$ cat config.mk
export PLATFORM = sky130hd
export DESIGN_NAME = http_request_header_parser_unit_flat
export DESIGN_NICKNAME = d
export VERILOG_FILES = /design/src/hdl/hrp_pkg.sv /design/src/hdl/hrp_if.sv /design/src/hdl/hrp_core.sv /design/src/hdl/http_request_header_parser_unit.sv /design/src/flat_wrapper.sv
export SDC_FILE = /design/constraint.sdc
export NUM_CORES = 1
export LEC_CHECK = 0
export BUFFER_PORTS_ARGS = -buffer_cell sky130_fd_sc_hd__clkbuf_2
export CAP_MARGIN = 20
export CORE_MARGIN = 2
export CORE_UTILIZATION = 61
export DETAILED_ROUTE_END_ITERATION = 16
export PLACE_DENSITY = 0.84
export SLEW_MARGIN = 40
export SYNTH_ARGS = -nofsm -noshare
export SYNTH_HDL_FRONTEND = slang
export SYNTH_HIERARCHICAL = 1
export SYNTH_SLANG_ARGS = --single-unit
$ cat constraint.sdc
create_clock -name clk -period 5.8 [get_ports clk]
set_input_delay 1.16 -clock clk [delete_from_list [all_inputs] [get_ports clk]]
set_output_delay 1.16 -clock clk [all_outputs]
set_load 0.05 [all_outputs]
$ cat src/hdl/hrp_pkg.sv
// Shared types, codes and match tables of the HTTP request header parser.
`default_nettype none

package hrp_pkg;

  localparam int HRP_MAX_HEADERS = 64;
  localparam int HRP_LENGTH_BITS = 16;

  localparam logic [6:0] HDR_LIMIT_RESET = 7'd64;

  localparam logic [7:0] CH_LF    = 8'h0A;
  localparam logic [7:0] CH_CR    = 8'h0D;
  localparam logic [7:0] CH_SP    = 8'h20;
  localparam logic [7:0] CH_COLON = 8'h3A;
  localparam logic [7:0] CH_DEL   = 8'h7F;

  localparam int         METH_NUM = 9;
  localparam logic [3:0] VER_LEN  = 4'd5;

  typedef enum logic [2:0] {
    ROLE_SKIP     = 3'd0,
    ROLE_METHOD   = 3'd1,
    ROLE_URI      = 3'd2,
    ROLE_VERSION  = 3'd3,
    ROLE_HNAME    = 3'd4,
    ROLE_HVALUE   = 3'd5,
    ROLE_TERM     = 3'd6,
    ROLE_UNPARSED = 3'd7
  } role_t;

  typedef enum logic [2:0] {
    ST_BUSY        = 3'd0,
    ST_COMPLETE    = 3'd1,
    ST_INCOMPLETE  = 3'd2,
    ST_BAD_CHAR    = 3'd3,
    ST_BAD_METHOD  = 3'd4,
    ST_BAD_VERSION = 3'd5,
    ST_BAD_LINE    = 3'd6,
    ST_TOO_LONG    = 3'd7
  } status_t;

  localparam logic [3:0] METH_NONE = 4'd0;

  // Method names, zero padded to eight characters; codes are index + 1.
  localparam logic [7:0] METH_NAME [0:8][0:7] = '{
    '{"G", "E", "T", 8'h00, 8'h00, 8'h00, 8'h00, 8'h00},
    '{"P", "O", "S", "T", 8'h00, 8'h00, 8'h00, 8'h00},
    '{"H", "E", "A", "D", 8'h00, 8'h00, 8'h00, 8'h00},
    '{"C", "O", "N", "N", "E", "C", "T", 8'h00},
    '{"P", "U", "T", 8'h00, 8'h00, 8'h00, 8'h00, 8'h00},
    '{"D", "E", "L", "E", "T", "E", 8'h00, 8'h00},
    '{"O", "P", "T", "I", "O", "N", "S", 8'h00},
    '{"P", "R", "O", "P", "F", "I", "N", "D"},
    '{"M", "K", "C", "O", "L", 8'h00, 8'h00, 8'h00}
  };

  localparam logic [3:0] METH_LEN [0:8] = '{
    4'd3, 4'd4, 4'd4, 4'd7, 4'd3, 4'd6, 4'd7, 4'd8, 4'd5
  };

  localparam logic [7:0] VER_PREFIX [0:7] = '{
    "H", "T", "T", "P", "/", 8'h00, 8'h00, 8'h00
  };

  typedef struct packed {
    logic [7:0] data_byte;
    logic       first_byte;
    logic       last_byte;
  } hrp_in_t;

  typedef struct packed {
    role_t       byte_role;
    logic [5:0]  header_index;
    logic [3:0]  method_code;
    logic [6:0]  header_count;
    logic [15:0] msg_len;
    status_t     parse_status;
    logic        done_res;
  } hrp_out_t;

  typedef struct packed {
    logic       accept;
    logic [6:0] header_limit;
  } hrp_ctl_t;

endpackage

`default_nettype wire

$ cat src/hdl/hrp_if.sv
// Valid/ready channel interfaces of the HTTP request header parser.
`default_nettype none

interface hrp_in_if;
  logic       valid;
  logic       ready;
  logic [7:0] data_byte;
  logic       first_byte;
  logic       last_byte;

  modport source (output valid, data_byte, first_byte, last_byte, input ready);
  modport sink   (input valid, data_byte, first_byte, last_byte, output ready);
endinterface

interface hrp_out_if;
  logic        valid;
  logic        ready;
  logic [2:0]  byte_role;
  logic [5:0]  header_index;
  logic [3:0]  method_code;
  logic [6:0]  header_count;
  logic [15:0] msg_len;
  logic [2:0]  parse_status;
  logic        done_res;

  modport source (output valid, byte_role, header_index, method_code, header_count,
                  msg_len, parse_status, done_res, input ready);
  modport sink   (input valid, byte_role, header_index, method_code, header_count,
                  msg_len, parse_status, done_res, output ready);
endinterface

interface hrp_cfg_if;
  logic       valid;
  logic       ready;
  logic [6:0] data;

  modport source (output valid, data, input ready);
  modport sink   (input valid, data, output ready);
endinterface

`default_nettype wire

$ cat src/hdl/hrp_core.sv
// Per-byte parse state, byte classification and result register.
`default_nettype none

module hrp_core
  import hrp_pkg::*;
#(
  parameter int MAX_HEADERS = HRP_MAX_HEADERS,
  parameter int LENGTH_BITS = HRP_LENGTH_BITS
) (
  input  wire logic     clk,
  input  wire logic     rst_n,
  input  wire hrp_ctl_t ctl,
  input  wire hrp_in_t  in_item,
  output hrp_out_t      res_r
);

  localparam int HS_W  = $clog2(MAX_HEADERS + 1);
  localparam int CMP_W = (HS_W > 7) ? HS_W : 7;

  typedef enum logic [3:0] {
    PH_WS       = 4'd0,
    PH_METHOD   = 4'd1,
    PH_URI      = 4'd2,
    PH_VERSION  = 4'd3,
    PH_DELIM    = 4'd4,
    PH_NAME     = 4'd5,
    PH_COLSP    = 4'd6,
    PH_VALUE    = 4'd7,
    PH_UNPARSED = 4'd8,
    PH_FINAL    = 4'd9
  } phase_t;

  phase_t                 phase_r,  phase_nxt;
  logic [LENGTH_BITS-1:0] cnt_r,    cnt_nxt;
  logic [1:0]             term_r,   term_nxt;
  logic [METH_NUM-1:0]    cand_r,   cand_nxt;
  logic [3:0]             tpos_r,   tpos_nxt;
  logic [HS_W-1:0]        hs_r,     hs_nxt;
  logic                   nempty_r, nempty_nxt;
  status_t                status_r, status_nxt;
  logic [3:0]             mcode_r,  mcode_nxt;
  logic                   verok_r,  verok_nxt;
  logic [LENGTH_BITS-1:0] flen_r,   flen_nxt;
  hrp_out_t               res_nxt;

  always_comb begin
    logic [7:0]      b;
    logic            fin;
    logic            bad;
    logic            at_limit;
    role_t           role;
    logic [HS_W-1:0] hidx;

    b   = in_item.data_byte;
    fin = 1'b0;
    role = ROLE_UNPARSED;
    hidx = '0;

    // Start of a request clears the parse before this byte is handled.
    if (in_item.first_byte) begin
      phase_nxt  = PH_WS;
      cnt_nxt    = '0;
      term_nxt   = 2'd0;
      cand_nxt   = '1;
      tpos_nxt   = 4'd0;
      hs_nxt     = '0;
      nempty_nxt = 1'b1;
      status_nxt = ST_BUSY;
      mcode_nxt  = METH_NONE;
      verok_nxt  = 1'b1;
      flen_nxt   = '0;
    end else begin
      phase_nxt  = phase_r;
      cnt_nxt    = cnt_r;
      term_nxt   = term_r;
      cand_nxt   = cand_r;
      tpos_nxt   = tpos_r;
      hs_nxt     = hs_r;
      nempty_nxt = nempty_r;
      status_nxt = status_r;
      mcode_nxt  = mcode_r;
      verok_nxt  = verok_r;
      flen_nxt   = flen_r;
    end

    bad = (b < 8'h80) && (b != CH_CR) && (b != CH_LF) && ((b < CH_SP) || (b == CH_DEL));
    at_limit = (CMP_W'(hs_nxt) >= CMP_W'(MAX_HEADERS)) ||
               (CMP_W'(hs_nxt) >= CMP_W'(ctl.header_limit));

    if (phase_nxt != PH_FINAL) begin
      if (cnt_nxt == '1) begin
        status_nxt = ST_TOO_LONG;
        flen_nxt   = '1;
        phase_nxt  = PH_FINAL;
      end else begin
        cnt_nxt = cnt_nxt + 1'b1;
        if (bad) begin
          status_nxt = ST_BAD_CHAR;
          phase_nxt  = PH_FINAL;
        end else if (b == CH_LF && term_nxt != 2'd0) begin
          role     = ROLE_TERM;
          flen_nxt = cnt_nxt;
          if (phase_nxt <= PH_VERSION)
            status_nxt = ST_BAD_LINE;
          else if (mcode_nxt == METH_NONE)
            status_nxt = ST_BAD_METHOD;
          else if (!verok_nxt || tpos_nxt < VER_LEN)
            status_nxt = ST_BAD_VERSION;
          else
            status_nxt = ST_COMPLETE;
          phase_nxt = PH_FINAL;
        end else begin
          if (b == CH_LF)
            term_nxt = 2'd1;
          else if (b == CH_CR && term_nxt == 2'd1)
            term_nxt = 2'd2;
          else
            term_nxt = 2'd0;

          // Phases fall through into the next one on the same byte.
          if (phase_nxt == PH_WS) begin
            if (b == CH_SP || b == CH_CR || b == CH_LF) begin
              role = ROLE_SKIP;
              fin  = 1'b1;
            end else begin
              phase_nxt = PH_METHOD;
            end
          end
          if (!fin && phase_nxt == PH_METHOD) begin
            fin = 1'b1;
            if (b == CH_SP) begin
              mcode_nxt = METH_NONE;
              for (int k = 0; k < METH_NUM; k++) begin
                if (cand_nxt[k] && METH_LEN[k] == tpos_nxt)
                  mcode_nxt = 4'(k + 1);
              end
              phase_nxt = PH_URI;
              role      = ROLE_SKIP;
            end else begin
              for (int k = 0; k < METH_NUM; k++) begin
                if (tpos_nxt >= METH_LEN[k] || METH_NAME[k][tpos_nxt[2:0]] != b)
                  cand_nxt[k] = 1'b0;
              end
              if (tpos_nxt != 4'd15) tpos_nxt = tpos_nxt + 4'd1;
              role = ROLE_METHOD;
            end
          end
          if (!fin && phase_nxt == PH_URI) begin
            fin = 1'b1;
            if (b == CH_SP) begin
              phase_nxt = PH_VERSION;
              tpos_nxt  = 4'd0;
              role      = ROLE_SKIP;
            end else begin
              role = ROLE_URI;
            end
          end
          if (!fin && phase_nxt == PH_VERSION) begin
            fin = 1'b1;
            if (b == CH_CR) begin
              phase_nxt = PH_DELIM;
              role      = ROLE_SKIP;
            end else begin
              if (tpos_nxt < VER_LEN && VER_PREFIX[tpos_nxt[2:0]] != b)
                verok_nxt = 1'b0;
              if (tpos_nxt != 4'd15) tpos_nxt = tpos_nxt + 4'd1;
              role = ROLE_VERSION;
            end
          end
          if (!fin && phase_nxt == PH_DELIM) begin
            if (b == CH_CR || b == CH_LF) begin
              role = ROLE_SKIP;
              fin  = 1'b1;
            end else begin
              phase_nxt  = PH_NAME;
              nempty_nxt = 1'b1;
            end
          end
          if (!fin && phase_nxt == PH_NAME) begin
            fin = 1'b1;
            if (nempty_nxt) begin
              // Colon opening a name or no room left: stop header parsing.
              if (at_limit || b == CH_COLON) begin
                phase_nxt = PH_UNPARSED;
                role      = ROLE_UNPARSED;
              end else begin
                hs_nxt     = hs_nxt + 1'b1;
                nempty_nxt = 1'b0;
                hidx       = hs_nxt - 1'b1;
                role       = ROLE_HNAME;
              end
            end else if (b == CH_COLON) begin
              phase_nxt = PH_COLSP;
              role      = ROLE_SKIP;
            end else begin
              hidx = hs_nxt - 1'b1;
              role = ROLE_HNAME;
            end
          end
          if (!fin && phase_nxt == PH_COLSP) begin
            if (b == CH_SP) begin
              role = ROLE_SKIP;
              fin  = 1'b1;
            end else begin
              phase_nxt = PH_VALUE;
            end
          end
          if (!fin && phase_nxt == PH_VALUE) begin
            fin = 1'b1;
            if (b == CH_CR || b == CH_LF) begin
              phase_nxt = PH_DELIM;
              role      = ROLE_SKIP;
            end else begin
              hidx = hs_nxt - 1'b1;
              role = ROLE_HVALUE;
            end
          end
          if (in_item.last_byte) begin
            status_nxt = ST_INCOMPLETE;
            phase_nxt  = PH_FINAL;
          end
        end
      end
    end

    res_nxt.byte_role    = role;
    res_nxt.header_index = 6'(hidx);
    res_nxt.method_code  = mcode_nxt;
    res_nxt.header_count = 7'(hs_nxt);
    res_nxt.msg_len      = 16'(flen_nxt);
    res_nxt.parse_status = status_nxt;
    res_nxt.done_res     = (status_nxt != ST_BUSY);
  end

  always_ff @(posedge clk) begin
    if (!rst_n) begin
      phase_r  <= PH_WS;
      cnt_r    <= '0;
      term_r   <= 2'd0;
      cand_r   <= '1;
      tpos_r   <= 4'd0;
      hs_r     <= '0;
      nempty_r <= 1'b1;
      status_r <= ST_BUSY;
      mcode_r  <= METH_NONE;
      verok_r  <= 1'b1;
      flen_r   <= '0;
    end else if (ctl.accept) begin
      phase_r  <= phase_nxt;
      cnt_r    <= cnt_nxt;
      term_r   <= term_nxt;
      cand_r   <= cand_nxt;
      tpos_r   <= tpos_nxt;
      hs_r     <= hs_nxt;
      nempty_r <= nempty_nxt;
      status_r <= status_nxt;
      mcode_r  <= mcode_nxt;
      verok_r  <= verok_nxt;
      flen_r   <= flen_nxt;
    end
  end

  always_ff @(posedge clk) begin
    if (ctl.accept) res_r <= res_nxt;
  end

endmodule

`default_nettype wire

$ cat src/hdl/http_request_header_parser_unit.sv
// Top level of the HTTP request header parser: handshakes, config and core.
//
// Usage: bytes of a buffered HTTP request enter on in_req, one byte per
// beat, with first_byte set on the first byte of each request and last_byte
// on the last buffered one. Each byte yields exactly one result on out_res:
// its role, header index, method code, header count, request length and the
// parse status, with done_res set once the status is final.
// cfg_wr writes header_limit (most headers recorded); it is always ready and
// should be written while no request is in flight. Reset value is 64.
// A result is registered and valid in the cycle after its byte is accepted.
// Throughput: one byte per cycle unless out_res stalls; the classifier and the
// parse-state update sit combinationally between the state and result registers.
// When out_res stalls, the pending result holds and in_req.ready drops until
// it is taken; ready rises again in the cycle the result leaves, so a stream
// keeps its rate whenever the receiver takes one result per cycle.
// Reset (rst_n low, synchronous) clears out_res.valid, clears the
// parse state and sets header_limit to 64.
`default_nettype none

module http_request_header_parser_unit
  import hrp_pkg::*;
#(
  parameter int MAX_HEADERS = HRP_MAX_HEADERS,
  parameter int LENGTH_BITS = HRP_LENGTH_BITS
) (
  input  wire logic clk,
  input  wire logic rst_n,
  hrp_in_if.sink    in_req,
  hrp_out_if.source out_res,
  hrp_cfg_if.sink   cfg_wr
);

  logic [6:0] hdr_limit_r;
  logic       out_valid_r;
  hrp_ctl_t   ctl;
  hrp_in_t    in_item;
  hrp_out_t   res_r;

  assign cfg_wr.ready = 1'b1;

  always_ff @(posedge clk) begin
    if (!rst_n) begin
      hdr_limit_r <= HDR_LIMIT_RESET;
    end else if (cfg_wr.valid) begin
      hdr_limit_r <= cfg_wr.data;
    end
  end

  // Take a new byte whenever the result slot is empty or drains now.
  assign in_req.ready     = !out_valid_r || out_res.ready;
  assign ctl.accept       = in_req.valid && in_req.ready;
  assign ctl.header_limit = hdr_limit_r;

  assign in_item.data_byte  = in_req.data_byte;
  assign in_item.first_byte = in_req.first_byte;
  assign in_item.last_byte  = in_req.last_byte;

  always_ff @(posedge clk) begin
    if (!rst_n) begin
      out_valid_r <= 1'b0;
    end else if (ctl.accept) begin
      out_valid_r <= 1'b1;
    end else if (out_res.ready) begin
      out_valid_r <= 1'b0;
    end
  end

  hrp_core #(
    .MAX_HEADERS (MAX_HEADERS),
    .LENGTH_BITS (LENGTH_BITS)
  ) u_core (
    .clk     (clk),
    .rst_n   (rst_n),
    .ctl     (ctl),
    .in_item (in_item),
    .res_r   (res_r)
  );

  assign out_res.valid        = out_valid_r;
  assign out_res.byte_role    = res_r.byte_role;
  assign out_res.header_index = res_r.header_index;
  assign out_res.method_code  = res_r.method_code;
  assign out_res.header_count = res_r.header_count;
  assign out_res.msg_len      = res_r.msg_len;
  assign out_res.parse_status = res_r.parse_status;
  assign out_res.done_res     = res_r.done_res;

endmodule

`default_nettype wire
$ cat src/flat_wrapper.sv
// flat-port wrapper written by rule: the top's interface ports become plain ports
module http_request_header_parser_unit_flat import hrp_pkg::*;
#(
  parameter int MAX_HEADERS = HRP_MAX_HEADERS,
  parameter int LENGTH_BITS = HRP_LENGTH_BITS
)
  (clk, rst_n, in_req_valid, in_req_data_byte, in_req_first_byte, in_req_last_byte, in_req_ready, out_res_valid, out_res_byte_role, out_res_header_index, out_res_method_code, out_res_header_count, out_res_msg_len, out_res_parse_status, out_res_done_res, out_res_ready, cfg_wr_valid, cfg_wr_data, cfg_wr_ready);
  hrp_in_if in_req_i ();
  hrp_out_if out_res_i ();
  hrp_cfg_if cfg_wr_i ();
  input  wire logic clk;
  input  wire logic rst_n;
  input wire logic [$bits(in_req_i.valid)-1:0] in_req_valid;
  input wire logic [$bits(in_req_i.data_byte)-1:0] in_req_data_byte;
  input wire logic [$bits(in_req_i.first_byte)-1:0] in_req_first_byte;
  input wire logic [$bits(in_req_i.last_byte)-1:0] in_req_last_byte;
  output wire logic [$bits(in_req_i.ready)-1:0] in_req_ready;
  output wire logic [$bits(out_res_i.valid)-1:0] out_res_valid;
  output wire logic [$bits(out_res_i.byte_role)-1:0] out_res_byte_role;
  output wire logic [$bits(out_res_i.header_index)-1:0] out_res_header_index;
  output wire logic [$bits(out_res_i.method_code)-1:0] out_res_method_code;
  output wire logic [$bits(out_res_i.header_count)-1:0] out_res_header_count;
  output wire logic [$bits(out_res_i.msg_len)-1:0] out_res_msg_len;
  output wire logic [$bits(out_res_i.parse_status)-1:0] out_res_parse_status;
  output wire logic [$bits(out_res_i.done_res)-1:0] out_res_done_res;
  input wire logic [$bits(out_res_i.ready)-1:0] out_res_ready;
  input wire logic [$bits(cfg_wr_i.valid)-1:0] cfg_wr_valid;
  input wire logic [$bits(cfg_wr_i.data)-1:0] cfg_wr_data;
  output wire logic [$bits(cfg_wr_i.ready)-1:0] cfg_wr_ready;
  assign in_req_i.valid = in_req_valid;
  assign in_req_i.data_byte = in_req_data_byte;
  assign in_req_i.first_byte = in_req_first_byte;
  assign in_req_i.last_byte = in_req_last_byte;
  assign in_req_ready = in_req_i.ready;
  assign out_res_valid = out_res_i.valid;
  assign out_res_byte_role = out_res_i.byte_role;
  assign out_res_header_index = out_res_i.header_index;
  assign out_res_method_code = out_res_i.method_code;
  assign out_res_header_count = out_res_i.header_count;
  assign out_res_msg_len = out_res_i.msg_len;
  assign out_res_parse_status = out_res_i.parse_status;
  assign out_res_done_res = out_res_i.done_res;
  assign out_res_i.ready = out_res_ready;
  assign cfg_wr_i.valid = cfg_wr_valid;
  assign cfg_wr_i.data = cfg_wr_data;
  assign cfg_wr_ready = cfg_wr_i.ready;
  http_request_header_parser_unit #(.MAX_HEADERS(MAX_HEADERS), .LENGTH_BITS(LENGTH_BITS)) u_core (.clk(clk), .rst_n(rst_n), .in_req(in_req_i), .out_res(out_res_i), .cfg_wr(cfg_wr_i));
endmodule
; Word level (Yosys, flattened, before mapping)
; Memories as Yosys holds them, arrays and structs flattened.
; Cells that the tools add are included.
[word_totals]
reg_bits = 115
rom_bits = 640
inputBits = 22
output_inout_bits = 43
word_cells = 391
mem_count = 10
[classes]
addsub = 7
magnitude_cmp = 15
n_eq_ne = 35
mux = 244
bitwise = 3
reduce_logical = 56
[memory_table]
columns = memory, depth, word_bits, rd, rd_clocked_by_memory_dff, write_ports, line
row1 = (name not given), 8, 8, 1, 0, 0, hrp_core.sv:164  ; if (tpos_nxt < VER_LEN && VER_PREFIX[tpos_nxt[2:0]] != b)
row2 = (name not given), 8, 8, 1, 0, 0, hrp_core.sv:141  ; if (tpos_nxt >= METH_LEN[k] || METH_NAME[k][tpos_nxt[2:0]] != b)
row3 = (name not given), 8, 8, 1, 0, 0, hrp_core.sv:141
row4 = (name not given), 8, 8, 1, 0, 0, hrp_core.sv:141
row5 = (name not given), 8, 8, 1, 0, 0, hrp_core.sv:141
row6 = (name not given), 8, 8, 1, 0, 0, hrp_core.sv:141
row7 = +4 memories, n/a, n/a, n/a, n/a, n/a, n/a
[ops]
columns = op, n
row1 = $mux W4, 84
row2 = $mux W8, 20
row3 = $mux W16, 8
row4 = $mux W7, 12
row5 = $ne A8 B8 Y1, 10
row6 = $mux W1, 74
row7 = $mux W3, 23
row8 = $mux W9, 7
row9 = $mux W6, 6
row10 = $logic_and A1 B1 Y1, 23
row11 = $mux W2, 10
row12 = $sub A6 B1 Y6 const B, 3
row13 = $logic_or A1 B1 Y1, 17
row14 = $add A16 B1 Y16 const B, 1
row15 = $eq A16 B16 Y1 const B, 1
row16 = $eq A3 B4 Y1 const A, 4
row17 = $eq A4 B3 Y1 const B, 4
row18 = $eq A8 B4 Y1 const B, 2
row19 = $eq A8 B6 Y1 const B, 2
row20 = $ge A4 B3 Y1 const B, 4
row21 = $ne A8 B4 Y1 const B, 2
row22 = $ge A4 B4 Y1 const B, 3
row23 = $ne A4 B4 Y1 const B, 3
row24 = $logic_not A1 Y1, 9
row25 = 22 further kinds, 28

; Logic depth before layout (Yosys ltp)
; Gate-level depths: netlist (run 1).
[logic_depth]
ltp_word = 59
depth_mapped = 18

; Cells and area by module
; Netlist (run 1), hierarchy kept.
[by_module_without_submodules]
columns = mod, instances, cells_per_inst, area_per_inst_um2
row1 = hrp_core, 1, 924, 7465.9
row2 = http_request_header_parser_unit, 1, 29, 317.8

; Least setup slack after synthesis (run 1)
; Ideal clock, no wire load.
[synth_path]
path_type = in2reg
from = input port out_res_ready
to = register u_core.u_core.phase_r[2]
setup_time_ns = 0.065
arrival_ns = 4.516
required_time_ns = 5.735
slack_ns = 1.219
stages = 10
n_path_buf = 0
path_cell_list = nand2b_1 -> and2_1 -> inv_1 -> a31oi_1 -> o21ai_1 -> or3_1 -> or3_1 -> o21ai_1 -> a21oi_1 -> nor2b_1
[synth_lines]
columns = element, line
row1 = start: declaration, flat_wrapper.sv:26  ; input wire logic [$bits(out_res_i.ready)-1:0] out_res_ready;
row2 = end signal: assignment, hrp_core.sv:249  ; phase_r <= phase_nxt;
row3 = end: declaration, hrp_core.sv:33  ; phase_t phase_r, phase_nxt;

; Final worst setup path (run 1)
[layout_path]
from = input port in_req_first_byte
to = register u_core.u_core.tpos_r[2]
[layout_between]
elab_chain_len = 29
word_cells_on_any_way = 71
cone_classes = 2 x add/sub / 7 x eq/ne / 53 x mux / 9 x reduce/logical
[layout_lines]
columns = element, line
row1 = start: declaration, flat_wrapper.sv:15  ; input wire logic [$bits(in_req_i.first_byte)-1:0] in_req_first_byte;
row2 = $mux W4, hrp_core.sv:60  ; if (in_item.first_byte) begin
row3 = $logic_not A4 Y1 / $mux W4 (equally long branches), "hrp_core.sv:121, hrp_core.sv:122"
row4 = $mux W4 / $mux W1 (equally long branches), hrp_core.sv:121  ; if (phase_nxt == PH_WS) begin
row5 = $mux W4 / $mux W1 (equally long branches), hrp_core.sv:100  ; end else if (b == CH_LF && term_nxt != 2'd0) begin
row6 = $mux W4 / $mux W1 (equally long branches), hrp_core.sv:97  ; if (bad) begin
row7 = $mux W4 / $mux W1 (equally long branches), hrp_core.sv:91  ; if (cnt_nxt == '1) begin
row8 = $mux W4 / $mux W1 (equally long branches), hrp_core.sv:90  ; if (phase_nxt != PH_FINAL) begin
row9 = $eq A4 B1 Y1 / $logic_not A1 Y1 (equally long branches), hrp_core.sv:129  ; if (!fin && phase_nxt == PH_METHOD) begin
row10 = (+13 left out), n/a
row11 = $add A4 B1 Y4 / $ne A4 B4 Y1 (equally long branches), hrp_core.sv:166  ; if (tpos_nxt != 4'd15) tpos_nxt = tpos_nxt + 4'd1;
row12 = $mux W4, hrp_core.sv:166
row13 = $mux W4, hrp_core.sv:160  ; if (b == CH_CR) begin
row14 = $mux W4, hrp_core.sv:158  ; if (!fin && phase_nxt == PH_VERSION) begin
row15 = $mux W4, hrp_core.sv:100
row16 = $mux W4, hrp_core.sv:97
row17 = $mux W4, hrp_core.sv:91
row18 = $mux W4 *, hrp_core.sv:90
row19 = end signal: assignment, hrp_core.sv:253  ; tpos_r <= tpos_nxt;
row20 = end: declaration, hrp_core.sv:37  ; logic [3:0] tpos_r, tpos_nxt;
; Mark *: on every way between the ends. The rest lies on a longest branch, timed or not. The select of a mux whose other input is x is not followed.
; A chain may end at the register's enable or synchronous reset.

==> metrics.txt, run 1 <==
cell types with the highest counts after synthesis=sky130_fd_sc_hd__nand2_1, sky130_fd_sc_hd__nor2_1, sky130_fd_sc_hd__dfxtp_1; via total after detailed routing=roughly 7500; count of input and output buffers=63; drt first-iter violations=881; remaining antenna violation count=0; number of core rows=slightly above 40; share of the core filled with cells=about 70%; count of distinct cell types in the synthesized netlist=82; dominant register cell in the synthesized netlist=sky130_fd_sc_hd__dfxtp_1; final antenna diode count=0; netlist area before placement=about 0.0078 mm²; status=finished clean; maximum fanout encountered on the critical timing path=27; placed insts=roughly 1100; Met1 Routed Length=a little over 9000 µm; # DRC=0; power density over the cells=between 200 and 300 mW/mm²; average detailed-routed wire length per instance=18.1 µm; area of the placeable core=about 0.013 mm²; post-cts hold buffer count=0; aggregate routed wire length=~21000 µm; kind of critical path=in2reg; post-synth top area share=around a fifth; detailed-routed wire length on met3=~1800 µm; share of synthesized flip-flops with an asynchronous set or reset=0%; post-synthesis mux area share=under 10%; number of synthesized flops with an enable pin=40; Clk Tree Root Cell=sky130_fd_sc_hd__clkbuf_16; clock-pin slew of the registers on the worst-case setup and hold paths=60 ps; initial antenna violation count=0; Cell Count, Final, Fillers Out=between 1000 and 1500; cells taking the most area after synthesis=sky130_fd_sc_hd__dfxtp_1, sky130_fd_sc_hd__edfxtp_1, sky130_fd_sc_hd__nand2_1; effective utilization at floorplan=between 60% and 70%; maximum buffer depth of the clock tree=2; estimated wirelength of the detail-placed design=13900 µm; DRT Pass-1 Iters=5; count of state elements after synthesis=approximately 120; CP arrival=roughly 4600 ps; vertical die dimension=roughly 120 µm; adder-cell area share of the yosys netlist=under 10%; setup tns final=0 ps; net count reported at finish=approximately 1000; Synth Area in Simple Gates=about a quarter; synthesized net count=roughly 1000; worst hold path type=reg2reg; number of global-route vias before repair=just under 7000; worst setup skew after layout=approximately 7.5 ps; peak clock frequency supported by timing=~230 MHz; peak supply drop=about 0.32 mV; critical path capture point type=flop; transition time at the pin with the least slew margin=about 860 ps; remaining global-route overflow=0; cts repair resizes=0; met2 routed wirelength=~9400 µm; Clock Latency Late Sink=around 420 ps; top routing layer in use=met4; max-cap violations=0; Final min period=~4300 ps; number of buffers added by the clock tree synthesis step=17; min setup slack post-route=1490 ps; most common cell in the netlist=sky130_fd_sc_hd__nand2_1; post-synthesis share of cell area spent on xor and xnor gates=approximately 5.1%; post-CTS setup buffer count=0; average size of a mapped cell=roughly 8 µm²; fraction of layout cells with a size suffix above 1=about 15%; max_slew headroom=42.2%; Fillers=1020; portion of the clock cycle consumed by the worst path in the final layout=74.3%; startpoint type of the worst setup path=input pin; via density per instance=about 6.4; main combinational cell family by area after synthesis=simple AND/OR/NAND/NOR gates; compound-gate portion of the synthesized area=between 20% and 30%; CP Data Required Time=6120 ps; RSZ-0062 raised after global routing=no; total of endpoints with negative setup slack in the final report=0; instance count of the mapped netlist=953; final-report hold violation count=0; pin count of the biggest net entering global routing=just over 70; area added between synthesis and finish=12.3%; max-slew violation count=0; num ports=65; leakage dissipation=about 3.4 nW; H-tree depth=4; number of warnings printed during yosys synthesis=6; CTS sink cnt=115; global-route wire length before repair=around 34000 µm; final weighted congestion of routability-driven global placement=0.998; Die W=between 100 and 150 µm; clock tree from TritonCTS=built; worst slack at placement=around 1100 ps; global-route total usage across every layer=about a third; full die area=0.0137 mm²; largest area contributor in the synthesized netlist=sky130_fd_sc_hd__dfxtp_1; proportion of synthesized chip area in sequential cells=between 30% and 40%
==> layout by cell type, fill, tap and decap left out, types with 12 or more instances in the layout <==
master                      instances
sky130_fd_sc_hd__inv_1             24
sky130_fd_sc_hd__nor3_1            32
sky130_fd_sc_hd__xnor2_1           29
sky130_fd_sc_hd__nor2b_1           28
sky130_fd_sc_hd__dfxtp_1           75
sky130_fd_sc_hd__buf_4             15
sky130_fd_sc_hd__clkbuf_16         17
sky130_fd_sc_hd__a21oi_1           68
sky130_fd_sc_hd__nand3_1           26
sky130_fd_sc_hd__nand2b_1          12
sky130_fd_sc_hd__nand4_1           12
sky130_fd_sc_hd__o21ai_0           61
sky130_fd_sc_hd__xor2_1            16
sky130_fd_sc_hd__mux2i_1           21
sky130_fd_sc_hd__ha_1              22
sky130_fd_sc_hd__nand2_1          100
sky130_fd_sc_hd__a31oi_1           14
sky130_fd_sc_hd__edfxtp_1          40
sky130_fd_sc_hd__clkbuf_2          63
sky130_fd_sc_hd__a21boi_0          16
sky130_fd_sc_hd__nor2_1            85
==> flip-flops by register name, indices dropped and copies added (netlist names) <==
signal / count
u_core/u_core/phase_r: 4
u_core/u_core/nempty_r: 1
u_core/u_core/status_r: 3
u_core/u_core/cnt_r: 16
u_core/u_core/res_r: 40
u_core/u_core/term_r: 2
u_core/hdr_limit_r: 7
u_core/u_core/flen_r: 16
u_core/u_core/cand_r: 9
u_core/u_core/hs_r: 7
u_core/u_core/mcode_r: 4
u_core/u_core/verok_r: 1
u_core/out_res.valid: 1
u_core/u_core/tpos_r: 4
==> final timing paths <==
path | start | to | slack [ps] | cells past startpoint
min | u_core/u_core/hs_r[6] | u_core/u_core/hs_r[6] | 480 | 2
min reg2reg | u_core/u_core/hs_r[6] | u_core/u_core/hs_r[6] | 480 | 2
max reg2reg | u_core/u_core/hs_r[2] | u_core/u_core/res_r[35] | 2140 | 11
max | in_req_first_byte | u_core/u_core/tpos_r[2] | 1490 | 17
==> layer usage <==
| layer | track usage [%] | vias to the layer above |
|---|---|---|
| met4 | 14.0 | 0 |
| met5 | 0 | - |
| met3 | 6.28 | 68 |
| li1 | - | 3546 |
| met2 | 47.9 | 412 |
| met1 | 43.6 | 3488 |
==> power by group <==
part,internal (W),switching (W)
clock network,0.000612,0.000414
logic,0.000104,0.000235
registers,0.000880,0.0000286
==> area by class of cell <==
class	instances	area, µm²	area share, %
Tap cell	172	215	2.46
Multi-Input combinational cell	743	4720	53.9
Timing Repair Buffer	78	428	4.89
Clock buffer	18	439	5.02
Sequential cell	115	2700	30.9
Inverter	26	97.6	1.12
Clock inverter	14	144	1.65
==> critical path: stages <==
cell	delay, ps
sky130_fd_sc_hd__clkbuf_2	100
sky130_fd_sc_hd__buf_4	200
sky130_fd_sc_hd__inv_1	140
sky130_fd_sc_hd__buf_4	370
sky130_fd_sc_hd__nand2_1	200
sky130_fd_sc_hd__inv_1	220
sky130_fd_sc_hd__ha_1	360
sky130_fd_sc_hd__nand2_1	150
sky130_fd_sc_hd__o211ai_1	310
sky130_fd_sc_hd__xnor2_1	140
sky130_fd_sc_hd__or2_2	340
sky130_fd_sc_hd__inv_1	70
sky130_fd_sc_hd__ha_1	170
sky130_fd_sc_hd__nand2_1	70
sky130_fd_sc_hd__or3_1	340
sky130_fd_sc_hd__a32oi_1	200
sky130_fd_sc_hd__nor2b_1	60
==> logic make-up (layout without fill, tap and decap cells) <==
logic type / Yosys count / after routing
XOR/XNOR: 45 / 45
AO/OA/AOI/OAI: 268 / 268
other: 1 / 1
adder cells (fa/ha/maj): 22 / 22
AND/OR/NAND/NOR: 382 / 382
multiplexers: 25 / 25
buffers and inverters: 95 / 136
flip-flops: 115 / 115
==> per-stage QoR <==
| step | area [µm²] | total power [W] | hold slack (ps) |
|---|---|---|---|
| 2_1_floorplan | 7780 | 0.00117 | 440 |
| 3_3_place_gp | 8150 | 0.00125 | 454 |
| 3_5_place_dp | 8150 | 0.00126 | 469 |
| 4_1_cts | 8730 | 0.00228 | 480 |
| 5_1_grt | 8740 | 0.00235 | 505 |
| 6_report | 8740 | 0.00227 | 476 |
Note: power is estimated with default switching activity, not from simulation.
==> run 2: changes to the inputs <==
==> constraint.sdc (replaced) <==
create_clock -name clk -period 4 [get_ports clk]
set_input_delay 0.8 -clock clk [delete_from_list [all_inputs] [get_ports clk]]
set_output_delay 0.8 -clock clk [all_outputs]
set_load 0.05 [all_outputs]
==> run 2 against run 1 <==
  * First-iteration DRC count increased by 11%
  * Power increased by 41%
  * Register-to-register slack worse by 1300 ps
  * Worst hold slack gained 9.1 ps
  * Cell count grew 2.3%
  * Critical path depth decreased by 3
  * Worst setup slack worse by 840 ps
  * Design area rose by 2.1%
  * Global-route usage increased by 0.70 points
==> metrics.txt, run 2 (same netlist as run 1, synthesis figures left out) <==
status=finished clean; H-tree depth=4; worst hold path type=reg2reg; Total Power Consumption=approximately 0.0032 W; post-CTS setup buffer count=0; area of the placeable core=about 0.013 mm²; power density over the cells=around 360 mW/mm²; final-report hold violation count=0; aggregate routed wire length=about 21000 µm; ordered cell list for the critical path=clkbuf_2 -> inv_1 -> nand2_1 -> ha_1 -> nand2b_1 -> a211o_1 -> a211oi_4 -> ha_1 -> mux2_2 -> inv_1 -> ha_1 -> nand3_1 -> xor2_1 -> o22ai_1; average detailed-routed wire length per instance=between 15 and 20 µm; via density per instance=6.33; RSZ-0062 raised after global routing=no; worst setup skew after layout=~25 ps; maximum buffer depth of the clock tree=2; post-cts hold buffer count=0; pin count of the biggest net entering global routing=a little over 70; number of buffers added by the clock tree synthesis step=17; number of global-route vias before repair=roughly 6800; length in cells of the worst reg-to-reg path=12; Biggest register=u_core/u_core/res_r; cell mode on critical path=sky130_fd_sc_hd__ha_1; Reg2Reg Capture Point=u_core/u_core/res_r[35]; global-route total usage across every layer=approximately 32%; CP arrival=roughly 3500 ps; num ports=65; maximum fanout encountered on the critical timing path=7; cell with the biggest individual delay on the critical path=sky130_fd_sc_hd__a211oi_4; final weighted congestion of routability-driven global placement=between 1 and 1.5; final antenna diode count=0; drt first-iter violations=976; FF-to-FF Start=u_core/u_core/hs_r[0]; commonest non-fill, non-tap cell in the layout=sky130_fd_sc_hd__nand2_1; initial antenna violation count=0; full die area=about 0.014 mm²; area added between synthesis and finish=14.7%; remaining global-route overflow=0; clock tree from TritonCTS=built; CP Data Required Time=4170 ps; Die W=approximately 120 µm; max_slew headroom=between 40% and 50%; number of core rows=41; flip-flop count of the largest register, all copies and words added=40; CP endpoint=u_core/u_core/res_r[35]; startpoint type of the worst setup path=input pin; transition time at the pin with the least slew margin=about 800 ps; max-cap violations=0; largest registers=u_core/u_core/res_r x40, u_core/u_core/cnt_r x16, u_core/u_core/flen_r x16; Final min period=3350 ps; leakage dissipation=roughly 3.5 nW; effective utilization at floorplan=between 60% and 70%; Fillers=slightly above 1000; leading cell types in the layout, fill and taps excluded=sky130_fd_sc_hd__nand2_1, sky130_fd_sc_hd__nor2_1, sky130_fd_sc_hd__dfxtp_1; clock-pin slew of the registers on the worst-case setup and hold paths=50 ps; critical path capture point type=flop; vertical die dimension=about 120 µm; CTS sink cnt=115; total of endpoints with negative setup slack in the final report=0; Clock Latency Late Sink=about 430 ps; Clk Tree Root Cell=sky130_fd_sc_hd__clkbuf_16; cts repair resizes=0; net count reported at finish=~1100; global-route wire length before repair=34700 µm; setup tns final=0 ps; estimated wirelength of the detail-placed design=~15000 µm; min setup slack post-route=647 ps; highest cell delay on the worst timing path=350 ps; Critical Path Start=in_req_first_byte; portion of the clock cycle consumed by the worst path in the final layout=a little over four fifths; fraction of layout cells with a size suffix above 1=approximately 17%; R2R Setup Slk=approximately 800 ps; worst slack at placement=around 240 ps; peak clock frequency supported by timing=around 300 MHz; count of input and output buffers=63; via total after detailed routing=roughly 7500; kind of critical path=in2reg; max-slew violation count=0; DRT Pass-1 Iters=5; remaining antenna violation count=0; # DRC=0; peak supply drop=about 0.27 mV
[run 2: cell types whose count changed in the layout (fill, tap and decap cells not counted), moves of 2 or more]
cell                       delta
sky130_fd_sc_hd__inv_6        -2
sky130_fd_sc_hd__clkinv_2     +3
sky130_fd_sc_hd__inv_8        -2
sky130_fd_sc_hd__buf_4       +26
[run 2: stage by stage]
stage                     util (%)  cells  hold slack, ps  cell area [µm²]
after floorplan                  -    953             440             7790
after global placement        66.9   1161             459             8370
after detailed placement      66.9   1161             476             8370
after CTS                     71.2   1193             484             8920
after global routing          71.3   1193             514             8930
final                         71.3   1193             485             8930
[run 2: how the worst min path moves through the flow]
stage                                        from                      end  slack (ps)  depth (start not counted)
after floorplan             u_core/hdr_limit_r[6]    u_core/hdr_limit_r[6]         440                          2
after detailed placement   u_core/u_core/cnt_r[1]   u_core/u_core/cnt_r[1]         480                          2
final                     u_core/u_core/term_r[1]  u_core/u_core/term_r[1]         480                          2
after global routing      u_core/u_core/cand_r[5]  u_core/u_core/cand_r[5]         510                          2
after CTS                  u_core/u_core/cnt_r[1]   u_core/u_core/cnt_r[1]         480                          2
after global placement      u_core/hdr_limit_r[6]    u_core/hdr_limit_r[6]         460                          2
[run 2: power breakdown]
| group | total (W) | leakage (nW) | switching [W] | internal, W |
|---|---|---|---|---|
| combinational | 0.000510 | 2.24 | 0.000346 | 0.000164 |
| clock | 0.00138 | 0.255 | 0.000573 | 0.000809 |
| sequential | 0.00132 | 1.01 | 0.0000427 | 0.00128 |
| total | 0.00321 | 3.50 | 0.000961 | 0.00225 |
[run 2: area by class of cell]
| class | instances | area (µm²) | area share [%] |
|---|---|---|---|
| Clock buffer | 18 | 439 | 4.92 |
| Clock inverter | 14 | 105 | 1.18 |
| Inverter | 26 | 97.6 | 1.09 |
| Multi-Input combinational cell | 743 | 4730 | 52.9 |
| Sequential cell | 115 | 2700 | 30.3 |
| Tap cell | 172 | 215 | 2.41 |
| Timing Repair Buffer | 105 | 643 | 7.20 |
[run 2: critical path: cells and delay by family]
| kind | cells | cell delay, ps |
|---|---|---|
| muxes | 1 | 300 |
| and+or+nand+nor | 3 | 380 |
| AOI/OAI and AO/OA | 3 | 770 |
| xor gates and xnor gates | 1 | 140 |
| buffers and inverters | 3 | 330 |
| adders and majority gates | 3 | 790 |
[run 2: per-layer routing]
| metal | track usage, % | share of wire, % | wire length [µm] | up-vias |
|---|---|---|---|---|
| met3 | 6.44 | 8.5 | 1810 | 58 |
| met2 | 49.7 | 45 | 9640 | 394 |
| met4 | 14.2 | 3.4 | 731 | 0 |
| met5 | 0 | 0 | 0 | - |
| li1 | - | - | - | 3610 |
| met1 | 44.0 | 43 | 9170 | 3487 |
